$ cat config.mk
export PLATFORM = sky130hd
export DESIGN_NAME = sha256_stream_hasher_unit
export DESIGN_NICKNAME = d
export VERILOG_FILES = /design/src/hw/rtl/shs_pkg.sv /design/src/hw/rtl/sha256_stream_hasher_unit.sv /design/src/hw/rtl/shs_datapath.sv /design/src/hw/rtl/shs_controller.sv
export VERILOG_INCLUDE_DIRS = /design/src /design/src/hw/rtl
export SDC_FILE = /design/constraint.sdc
export NUM_CORES = 2
export LEC_CHECK = 0
export BUFFER_PORTS_ARGS = -buffer_cell sky130_fd_sc_hd__buf_2
export CAP_MARGIN = 0
export CORE_MARGIN = 2
export CORE_UTILIZATION = 35
export CTS_CLUSTER_DIAMETER = 30
export DETAILED_ROUTE_END_ITERATION = 6
export PLACE_DENSITY_LB_ADDON = 0.12
export SLEW_MARGIN = 10
export SYNTH_ARGS = -nofsm -noshare
export SYNTH_HDL_FRONTEND = slang
export SYNTH_HIERARCHICAL = 1
export SYNTH_SLANG_ARGS = --single-unit
$ cat constraint.sdc
create_clock -name clk -period 15.59 [get_ports clk]
set_clock_uncertainty 0.15 [all_clocks]
set_input_delay 1.559 -clock clk [delete_from_list [all_inputs] [get_ports clk]]
set_output_delay 1.559 -clock clk [all_outputs]
set_load 0.1 [all_outputs]
$ cat src/hw/rtl/sha256_stream_hasher_unit_defines.svh
// Assertion macros for the SHA-256 stream hasher.
`ifndef SHA256_STREAM_HASHER_UNIT_DEFINES_SVH
`define SHA256_STREAM_HASHER_UNIT_DEFINES_SVH
`ifndef NO_ASSERTIONS
`define SHS_ASSERT_IMPL(label, clk, rst_n, ante, cons) \
	label: assert property (@(posedge clk) disable iff (!rst_n) (ante) |-> (cons)) \
		else $error("assertion failed");
`define SHS_ASSERT_NEXT(label, clk, rst_n, ante, cons) \
	label: assert property (@(posedge clk) disable iff (!rst_n) (ante) |=> (cons)) \
		else $error("assertion failed");
`else
`define SHS_ASSERT_IMPL(label, clk, rst_n, ante, cons)
`define SHS_ASSERT_NEXT(label, clk, rst_n, ante, cons)
`endif
`endif

$ cat src/hw/rtl/shs_pkg.sv
// Package: SHA-256 constants, the rotate function and controller types.
package shs_pkg;
	typedef enum logic [2:0] {
		ST_IDLE, ST_PAD, ST_ROUND, ST_FOLD, ST_OUT
	} shs_state_t;

	typedef struct packed {
		logic       load_byte;
		logic [7:0] byte_val;
		logic       start_block;
		logic       do_round;
		logic       fold;
		logic       reset_hash;
	} shs_cmd_t;

	typedef struct packed {
		logic [5:0] byte_count;
		logic       round_last;
	} shs_status_t;

	localparam logic [31:0] IV [8] = '{
		32'h6a09e667, 32'hbb67ae85, 32'h3c6ef372, 32'ha54ff53a,
		32'h510e527f, 32'h9b05688c, 32'h1f83d9ab, 32'h5be0cd19};

	localparam logic [31:0] K_ROM [64] = '{
		32'h428a2f98, 32'h71374491, 32'hb5c0fbcf, 32'he9b5dba5, 32'h3956c25b, 32'h59f111f1,
		32'h923f82a4, 32'hab1c5ed5, 32'hd807aa98, 32'h12835b01, 32'h243185be, 32'h550c7dc3,
		32'h72be5d74, 32'h80deb1fe, 32'h9bdc06a7, 32'hc19bf174, 32'he49b69c1, 32'hefbe4786,
		32'h0fc19dc6, 32'h240ca1cc, 32'h2de92c6f, 32'h4a7484aa, 32'h5cb0a9dc, 32'h76f988da,
		32'h983e5152, 32'ha831c66d, 32'hb00327c8, 32'hbf597fc7, 32'hc6e00bf3, 32'hd5a79147,
		32'h06ca6351, 32'h14292967, 32'h27b70a85, 32'h2e1b2138, 32'h4d2c6dfc, 32'h53380d13,
		32'h650a7354, 32'h766a0abb, 32'h81c2c92e, 32'h92722c85, 32'ha2bfe8a1, 32'ha81a664b,
		32'hc24b8b70, 32'hc76c51a3, 32'hd192e819, 32'hd6990624, 32'hf40e3585, 32'h106aa070,
		32'h19a4c116, 32'h1e376c08, 32'h2748774c, 32'h34b0bcb5, 32'h391c0cb3, 32'h4ed8aa4a,
		32'h5b9cca4f, 32'h682e6ff3, 32'h748f82ee, 32'h78a5636f, 32'h84c87814, 32'h8cc70208,
		32'h90befffa, 32'ha4506ceb, 32'hbef9a3f7, 32'hc67178f2};

	localparam logic [7:0] PAD_BYTE = 8'h80;
	localparam logic [5:0] LEN_POS  = 6'd56;

	function automatic logic [31:0] rotr(input logic [31:0] x, input int n);
		return (x >> n) | (x << (32 - n));
	endfunction
endpackage

$ cat src/hw/rtl/sha256_stream_hasher_unit.sv
// Top level of the byte-serial SHA-256 stream hasher.
//  channel | direction | handshake            | word contents
//  in      | input     | in_valid / in_ready  | msg_byte, byte_present, final_item
//  out     | output    | out_valid / out_ready| digest_word, word_index, last_word
// One byte is taken per handshake; every 64th byte starts a 64-round compression
// (one round per cycle, then a fold), during which in_ready stays low.
// A final word adds one padding byte per cycle, pausing for each compression, through 1 or 2 blocks, then the
// eight digest words are offered one per cycle while out_ready is high.
// Reset restores the initial hash values and clears the length and byte count.
// A stalled output holds the current digest word; no input is taken until
// all eight words leave.
`include "sha256_stream_hasher_unit_defines.svh"
module sha256_stream_hasher_unit import shs_pkg::*; (
	input  logic        clk,
	input  logic        arst_n,
	input  logic        in_valid,
	output logic        in_ready,
	input  logic [7:0]  msg_byte,
	input  logic        byte_present,
	input  logic        final_item,
	output logic        out_valid,
	input  logic        out_ready,
	output logic [31:0] digest_word,
	output logic [2:0]  word_index,
	output logic        last_word
);
	shs_cmd_t    cmd;
	shs_status_t status;
	logic [2:0]  idx;

	// Sequence the block: bytes, padding, rounds, fold, output.
	shs_controller u_ctrl (
		.clk, .arst_n, .in_valid, .in_ready, .msg_byte, .byte_present,
		.final_item, .out_valid, .out_ready, .out_idx(idx), .cmd, .status
	);

	// Hold the block words, working variables and hash state.
	shs_datapath u_dp (
		.clk, .arst_n, .cmd, .status, .out_idx(idx), .hash_out(digest_word)
	);

	assign word_index = idx;
	assign last_word  = (idx == 3'd7);

	// Never take input while digest words are pending.
	`SHS_ASSERT_IMPL(a_no_overlap, clk, arst_n, out_valid, !in_ready)
	// Last digest word returns the unit to accepting input.
	`SHS_ASSERT_NEXT(a_back_idle, clk, arst_n, out_valid && out_ready && last_word, in_ready)
	// Rounds never load bytes or fold at the same time.
	`SHS_ASSERT_IMPL(a_excl, clk, arst_n, cmd.do_round, !cmd.load_byte && !cmd.fold)
endmodule

$ cat src/hw/rtl/shs_datapath.sv
// Datapath: block buffer, schedule, round logic, hash words.
module shs_datapath import shs_pkg::*; (
	input  logic          clk,
	input  logic          arst_n,
	input  shs_cmd_t      cmd,
	output shs_status_t   status,
	input  logic [2:0]    out_idx,
	output logic [31:0]   hash_out
);
	logic [31:0] w_q [16];
	logic [31:0] v_q [8];
	logic [31:0] h_q [8];
	logic [5:0]  cnt_q;
	logic [6:0]  round_q;
	logic [31:0] w_new, t1, t2, s0, s1, ws0, ws1;
	logic [31:0] x2, x15;

	assign status.byte_count = cnt_q;
	assign status.round_last = (round_q == 7'd63);
	assign hash_out = h_q[out_idx];

	always_comb begin
		x2  = w_q[4'(round_q - 7'd2)];
		x15 = w_q[4'(round_q - 7'd15)];
		ws1 = rotr(x2, 17) ^ rotr(x2, 19) ^ (x2 >> 10);
		ws0 = rotr(x15, 7) ^ rotr(x15, 18) ^ (x15 >> 3);
		if (round_q >= 7'd16) begin
			w_new = w_q[round_q[3:0]] + ws1 + w_q[4'(round_q - 7'd7)] + ws0;
		end else begin
			w_new = w_q[round_q[3:0]];
		end
		s1 = rotr(v_q[4], 6) ^ rotr(v_q[4], 11) ^ rotr(v_q[4], 25);
		t1 = v_q[7] + s1 + ((v_q[4] & v_q[5]) ^ (~v_q[4] & v_q[6]))
			+ K_ROM[round_q[5:0]] + w_new;
		s0 = rotr(v_q[0], 2) ^ rotr(v_q[0], 13) ^ rotr(v_q[0], 22);
		t2 = s0 + ((v_q[0] & v_q[1]) ^ (v_q[0] & v_q[2]) ^ (v_q[1] & v_q[2]));
	end

	always_ff @(posedge clk) begin
		if (cmd.load_byte) begin
			w_q[cnt_q[5:2]] <= {w_q[cnt_q[5:2]][23:0], cmd.byte_val};
		end else if (cmd.do_round) begin
			w_q[round_q[3:0]] <= w_new;
		end
		if (cmd.start_block) begin
			for (int i = 0; i < 8; i++) v_q[i] <= h_q[i];
		end else if (cmd.do_round) begin
			v_q[7] <= v_q[6];
			v_q[6] <= v_q[5];
			v_q[5] <= v_q[4];
			v_q[4] <= v_q[3] + t1;
			v_q[3] <= v_q[2];
			v_q[2] <= v_q[1];
			v_q[1] <= v_q[0];
			v_q[0] <= t1 + t2;
		end
	end

	always_ff @(posedge clk or negedge arst_n) begin
		if (!arst_n) begin
			for (int i = 0; i < 8; i++) h_q[i] <= IV[i];
			cnt_q   <= '0;
			round_q <= '0;
		end else begin
			if (cmd.load_byte) cnt_q <= cnt_q + 6'd1;
			if (cmd.start_block) round_q <= '0;
			else if (cmd.do_round) round_q <= round_q + 7'd1;
			if (cmd.reset_hash) begin
				for (int i = 0; i < 8; i++) h_q[i] <= IV[i];
			end else if (cmd.fold) begin
				for (int i = 0; i < 8; i++) h_q[i] <= h_q[i] + v_q[i];
			end
		end
	end
endmodule

$ cat src/hw/rtl/shs_controller.sv
// Controller: sequences bytes, padding, rounds, fold and digest output.
module shs_controller import shs_pkg::*; (
	input  logic         clk,
	input  logic         arst_n,
	input  logic         in_valid,
	output logic         in_ready,
	input  logic [7:0]   msg_byte,
	input  logic         byte_present,
	input  logic         final_item,
	output logic         out_valid,
	input  logic         out_ready,
	output logic [2:0]   out_idx,
	output shs_cmd_t     cmd,
	input  shs_status_t  status
);
	shs_state_t  state_q, state_d;
	logic [63:0] len_q, len_d;
	logic        fin_q, fin_d;
	logic [3:0]  pad_q, pad_d;   // 0: 0x80 pending, 1: zeros, 2..9: length bytes
	logic [2:0]  idx_q, idx_d;
	logic        full;

	assign out_idx = idx_q;
	assign full = (status.byte_count == 6'd63);

	always_ff @(posedge clk or negedge arst_n) begin
		if (!arst_n) begin
			state_q <= ST_IDLE;
			len_q   <= '0;
			fin_q   <= 1'b0;
			pad_q   <= '0;
			idx_q   <= '0;
		end else begin
			state_q <= state_d;
			len_q   <= len_d;
			fin_q   <= fin_d;
			pad_q   <= pad_d;
			idx_q   <= idx_d;
		end
	end

	always_comb begin
		state_d  = state_q;
		len_d    = len_q;
		fin_d    = fin_q;
		pad_d    = pad_q;
		idx_d    = idx_q;
		in_ready = 1'b0;
		out_valid = 1'b0;
		cmd      = '0;
		unique case (state_q)
			ST_IDLE: begin
				in_ready = 1'b1;
				if (in_valid) begin
					if (byte_present) begin
						cmd.load_byte = 1'b1;
						cmd.byte_val  = msg_byte;
						len_d = len_q + 64'd8;
					end
					fin_d = final_item;
					pad_d = '0;
					if (byte_present && full) begin
						cmd.start_block = 1'b1;
						state_d = ST_ROUND;
					end else if (final_item) begin
						state_d = ST_PAD;
					end
				end
			end
			ST_PAD: begin
				cmd.load_byte = 1'b1;
				if (pad_q == 4'd0) begin
					cmd.byte_val = PAD_BYTE;
					pad_d = (status.byte_count == 6'd55) ? 4'd2 : 4'd1;
				end else if (pad_q == 4'd1) begin
					cmd.byte_val = '0;
					if (status.byte_count == 6'd55) pad_d = 4'd2;
				end else begin
					cmd.byte_val = len_q[8*(4'd9 - pad_q) +: 8];
					pad_d = pad_q + 4'd1;
				end
				if (full) begin
					cmd.start_block = 1'b1;
					state_d = ST_ROUND;
				end
			end
			ST_ROUND: begin
				cmd.do_round = 1'b1;
				if (status.round_last) state_d = ST_FOLD;
			end
			ST_FOLD: begin
				cmd.fold = 1'b1;
				if (!fin_q) state_d = ST_IDLE;
				else if (pad_q == 4'd10) begin
					state_d = ST_OUT;
					idx_d = '0;
				end else state_d = ST_PAD;
			end
			ST_OUT: begin
				out_valid = 1'b1;
				if (out_ready) begin
					idx_d = idx_q + 3'd1;
					if (idx_q == 3'd7) begin
						cmd.reset_hash = 1'b1;
						len_d = '0;
						fin_d = 1'b0;
						state_d = ST_IDLE;
					end
				end
			end
			default: state_d = ST_IDLE;
		endcase
	end
endmodule

==> Yosys cells after proc, flatten, opt, wreduce, memory -nomap -nowiden <==
Memory sizes are Yosys's and may differ from the RTL's.
Cells that the tools add are included.
{ "totals": {"output_inout_bits": 38, "romBits": 2048, "ff_bits": 344, "memories": 3, "input_bits": 14, "ramBits": 768, "word_cells": 193} }
{ "op_classes": {"n_lt_le_gt_ge": 3, "shift": 1, "eq_ne": 20, "bitwise": 37, "muxes": 73, "n_reduce_logical": 14, "n_addsub": 27} }
{ "memory_table": {"columns": ["name", "words", "word_bits", "read_ports", "rd_ports_with_merged_regs", "write_ports", "line_no", "source"], "rows": [
  ["(name not given)", 64, 32, 1, 0, 0, "shs_datapath.sv:34", "+ K_ROM[round_q[5:0]] + w_new;"],
  ["u_dp.w_q", 16, 32, 5, 0, 1, "shs_datapath.sv:10", "logic [31:0] w_q [16];"],
  ["u_dp.v_q", 8, 32, 8, 0, 8, "shs_datapath.sv:11", "logic [31:0] v_q [8];"]
]} }
{ "ops": {"columns": ["op", "count"], "rows": [
  ["adder 32 bit", 18],
  ["two-way mux 256 bit", 2],
  ["two-way mux 32 bit", 14],
  ["bitwise XOR 32 bit", 9],
  ["two-way mux 64 bit", 4],
  ["bitwise AND 32 bit", 5],
  ["one-hot mux 64 bit (2 select lines)", 1],
  ["binary-select mux 32 bit (select 3 bit)", 1],
  ["adder 64 x 4 -> 64 bit (second input constant)", 1],
  ["variable part select 64 x 33 -> 8 bit", 1],
  ["two-way mux 3 bit", 12],
  ["inverter 32 bit", 1],
  ["bitwise OR 10 x 32 -> 32 bit", 1],
  ["bitwise OR 13 x 32 -> 32 bit", 1],
  ["bitwise OR 14 x 32 -> 32 bit", 1],
  ["bitwise OR 15 x 32 -> 32 bit", 1],
  ["bitwise OR 19 x 32 -> 32 bit", 1],
  ["bitwise OR 21 x 32 -> 32 bit", 1],
  ["bitwise OR 25 x 32 -> 32 bit", 1],
  ["bitwise OR 26 x 32 -> 32 bit", 1],
  ["bitwise OR 30 x 32 -> 32 bit", 1],
  ["bitwise OR 7 x 32 -> 32 bit", 1],
  ["OR reduction 32 bit", 1],
  ["bitwise XOR 32 x 22 -> 32 bit", 1],
  ["other kinds (46)", 94]
]} }

==> Longest topological paths before layout <==
An unclocked memory read counts as a cell.
{ "logic_depth": {"word_depth": 12, "ltp_mapped": 61, "depth_no_buf": 52} }

==> Hierarchy <==
Netlist, hierarchy kept.
{ "modules_own_cells": {"columns": ["module", "cells_each", "n_inst", "area_each_um2", "seq_area_each_um2"], "rows": [
  ["shs_datapath", 7485, 1, 82814.4, 29963.7],
  ["shs_controller", 534, 1, 4822.1, 1801.7],
  ["sha256_stream_hasher_unit", 1, 1, 6.3, 0.0]
]} }

==> Least setup slack after synthesis <==
Ideal clock, no wire load.
{ "synth_timing": {"path_kind": "register to register", "start": "register u_dp.round_q[0]", "end": "memory u_dp.v_q[0][31], data pin", "stages_incl_launch_ff": 58, "n_path_buf": 13, "synth_period_minus_slack_ns": 13.920, "path_slack_ns": 1.670, "arrival_time_ns": 13.633, "t_required_ns": 15.303, "setup_ns": 0.137, "path_cell_list": "dfrtp_1 -> buf_6 -> buf_12 -> buf_8 -> buf_6 -> buf_2 -> buf_2 -> buf_4 -> buf_2 -> inv_2 -> ha_1 -> clkbuf_1 -> buf_2 -> buf_1 -> clkbuf_1 -> buf_1 -> mux4_2 -> mux4_2 -> [22 not listed] -> nor2_1 -> nand2_1 -> o31ai_1 -> xor2_1 -> inv_1 -> fa_1 -> inv_1 -> ha_1 -> and3_1 -> o21ai_0 -> o211ai_1 -> a31oi_1 -> o31ai_1 -> a41oi_1 -> o21ai_1 -> a311o_1 -> or3_1 -> nand4_1"} }
{ "synth_lines": {"columns": ["element", "line_no", "source"], "rows": [
  ["start, declared", "shs_datapath.sv:14", "logic [6:0] round_q;"],
  ["start signal, assigned", "shs_datapath.sv:67", "else if (cmd.do_round) round_q <= round_q + 7'd1;"],
  ["end, declared", "shs_datapath.sv:11", null]
]} }

==> flow_summary_export.csv <==
group,metric,value,unit
status,status,"finished, violations left",
status,violations,"design-rule violations",
drt,dr_wl_met2,159900,um
synthesis,ys_top_cells_by_area,"edfxtp_1 (26%), mux4_2 (16%), ha_1 (5.9%), dfrtp_1 (5.9%), fa_1 (4.5%)",
drt,vias_per_cell,5.883,
synthesis,ys_seq_elements,1109,
worst_hold_path,holdCritStartpoint,"u_dp/h_q[249]",
setup_path,cp_slowest_cell,"ha_4",
drt,drt-total-wl,337600,um
timing,setup_viol,0,
clock_tree,cts_hold_buf,0,
drt,post_drt_wl_per_cell,28.84,um
worst_hold_path,hold_path_end,"u_dp/h_q[249]",
grt,antenna_found_initial,16,
synthesis,synth_common_cells,"nand2_1 (1010), edfxtp_1 (768), mux4_2 (607), nor2_1 (489), a21oi_1 (486)",
grt,grt_first_pass_wirelength,488800,um
setup_path,worst_path_largest_cell_delay,0.83,ns
clock_tree,clock-sinks,1109,
drt,drt_iter0_drc,6405,
setup_path,endpoint_kind,"flip-flop",
synthesis,synth_edf_count,768,
grt,grtUsageTotal,25.89,%
clock_tree,cts_buffers,347,
setup_path,regToRegSetupSlack,1.10,ns
synthesis,ys.warnings.count,6,
synthesis,synthDominantCellAreaShare,26.31,%
placed_design,dpl.hpwl,236600,um
drt,route.met3.wl,20400,um
drt,postRouteAntennaNets,0,
finish,layout.nets,8707,
clock_tree,clk_pin_slew_worst_paths,0.04,ns
drt,drc,9,
setup_path,cpMostUsedCell,"fa_1",
grt,grt_pass1_vias,69020,
worst_hold_path,hold_depth,2,
synthesis,netlist_instances,8020,
drt,first_pass_iters,7,
timing,hold_violations,0,
synthesis,seq_area_frac_synth,36.24,%
clock_tree,cts_buffer_depth,4,
placed_design,place_inst,11070,
worst_hold_path,hold_class,"flip-flop to flip-flop",
run,cap_viol_max_count,0,
synthesis,synthesis.area,0.08764,mm2
setup_path,r2r_start,"u_dp/round_q[1]",
drt,vias,68870,
synthesis,synth_flop_cell,"edfxtp_1",
placed_design,gp_routability_congestion,0.9603,
die,start_util,35.21,%
clock_tree,cts_setup_buffers,0,
finish,drive_gt1_share,19.77,%
timing,worst_pin_slew,1.228,ns
setup_path,cp_max_fo,37,
die,die_x,504.4,um
finish,fillers,23890,
placed_design,port_buffers,51,
setup_path,worstReg2RegEnd,"u_dp/v_q[0][31]",
clock_tree,cts_resized,0,
die,ioPinCount,52,
die,die_y,504.4,um
synthesis,synth-async-reset-ratio,30.75,%
setup_path,worstRegToRegCells,43,
timing,maxSlewHeadroom,17.92,%
setup_path,worstPathArrival,15.01,ns
timing,period_share,92.92,%
synthesis,mappedNetlistNets,8642,
drt,wl_met1,141400,um
clock_tree,worstSkewPairLatency,0.89,ns
setup_path,path_class,"flip-flop to flip-flop",
synthesis,syn_avg_cell_area,10.93,um2
die,rows,183,
drt,highest_layer,"met5",
synthesis,ys_types,106,
die,core,0.2489,mm2
grt,grt_overflow_total,0,
synthesis,post-synth-top-count-cell,"nand2_1",
clock_tree,cts_tree,"built",
clock_tree,cts_root_buf,"clkbuf_16",
clock_tree,htree_num_levels,5,
setup_path,worstPathRequired,16.11,ns
timing,rsz0062_at_grt,"false",
timing,report.final.slew_viol_count,0,
finish,final_cells,11710,
grt,grt_max_degree,136,
synthesis,synth_area_leader_cell,"edfxtp_1",
timing,fin_setup_tns,0,ns
timing,max_freq,69.03,MHz
setup_path,crit_path_start_kind,"flip-flop",
timing,period_minus_slack,14.49,ns
finish,area_growth,17.66,%
die,die_area,0.2544,mm2
[registers in the layout, indices dropped and copies added, names as in the netlist]
register	cells
u_ctrl/fin_q	1
u_ctrl/len_q	61
u_ctrl/out_idx	3
u_ctrl/pad_q	4
u_ctrl/state_q	3
u_dp/cnt_q	6
u_dp/h_q	256
u_dp/round_q	7
u_dp/v_q	256
u_dp/w_q	512
[area by class of cell]
class	instances	area (um2)	share of cell area, %
multi-input cells	6023	52600	51.01
flip-flops and latches	1109	31800	30.84
clock buffers	449	9555	9.266
well taps	3330	4167	4.041
clock inverters	188	1969	1.910
inverters	404	1525	1.479
repair buffers	200	1496	1.451
diodes	4	10.01	0.009707
[critical path, delay by kind of cell, from the launching register on]
family,cells,cell delay (ns)
compound gates,18,4.94
fa+ha+maj,10,4.60
mux,2,1.19
simple gates,5,1.01
buf+inv,5,0.76
xor+xnor,3,0.72
flops,1,0.68
[kinds of logic after synthesis]
kind of cell	share of synthesized area, %
AO/OA/AOI/OAI	13.07
XOR/XNOR	5.816
adder cells (fa/ha/maj)	10.40
buffers and inverters	4.007
flip-flops	36.24
multiplexers	19.74
AND/OR/NAND/NOR	10.72
[per-layer routing]
metal,up-vias,track usage (%)
met4,8,11.18
met2,2662,42.49
li1,30340,-
met3,688,3.914
met5,-,0
met1,35180,33.96
[through the flow]
| step | utilization [%] | hold slack, ns | setup WS, ns | instance area [um2] |
|---|---|---|---|---|
| 2_1_floorplan | - | 0.3441 | 1.670 | 87640 |
| 3_3_place_gp | 36.79 | 0.3747 | 1.532 | 91580 |
| 3_5_place_dp | 36.79 | 0.3823 | 1.429 | 91580 |
| 4_1_cts | 41.42 | 0.3886 | 1.328 | 103100 |
| 5_1_grt | 41.43 | 0.4259 | 0.5489 | 103100 |
| 6_report | 41.43 | 0.3862 | 1.104 | 103100 |
[worst max-delay path by stage]
| stage | slack (ns) | to | start |
|---|---|---|---|
| CTS | 1.33 | u_dp/v_q[0][31] | u_dp/round_q[1] |
| finish | 1.10 | u_dp/v_q[0][31] | u_dp/round_q[1] |
| global placement | 1.53 | u_dp/v_q[0][31] | u_dp/round_q[1] |
| floorplan | 1.67 | u_dp/v_q[0][31] | u_dp/round_q[0] |
| global route | 0.55 | u_dp/v_q[0][31] | u_dp/round_q[0] |
| detailed placement | 1.43 | u_dp/v_q[0][31] | u_dp/round_q[1] |
[placed cells by master, fill, tap and decap left out, types with 33 or more instances in the layout]
cell,count
nor3_1,92
buf_2,50
or3_1,46
nand3_1,109
a211oi_1,69
o21ai_1,120
clkinv_2,67
mux2i_1,237
clkbuf_16,354
nand2_1,1010
a21oi_1,486
clkbuf_8,34
o21ai_0,294
ha_1,409
and3_1,42
clkinv_1,45
mux4_2,607
inv_1,394
nand2b_1,56
a31oi_1,57
buf_4,140
nand4_1,45
o21bai_1,53
edfxtp_1,768
dfstp_2,136
o221ai_1,43
clkbuf_1,61
dfrtp_1,193
xor2_1,173
fa_1,195
xnor2_1,402
nor2_1,468
o21a_1,58
o31ai_1,59
a21o_1,221
bufinv_16,33
a211o_1,62
nor2b_1,52
mux2_2,78
Power is not shown: default switching activity piles up to over one toggle a cycle in this logic, so the estimate is an artifact.
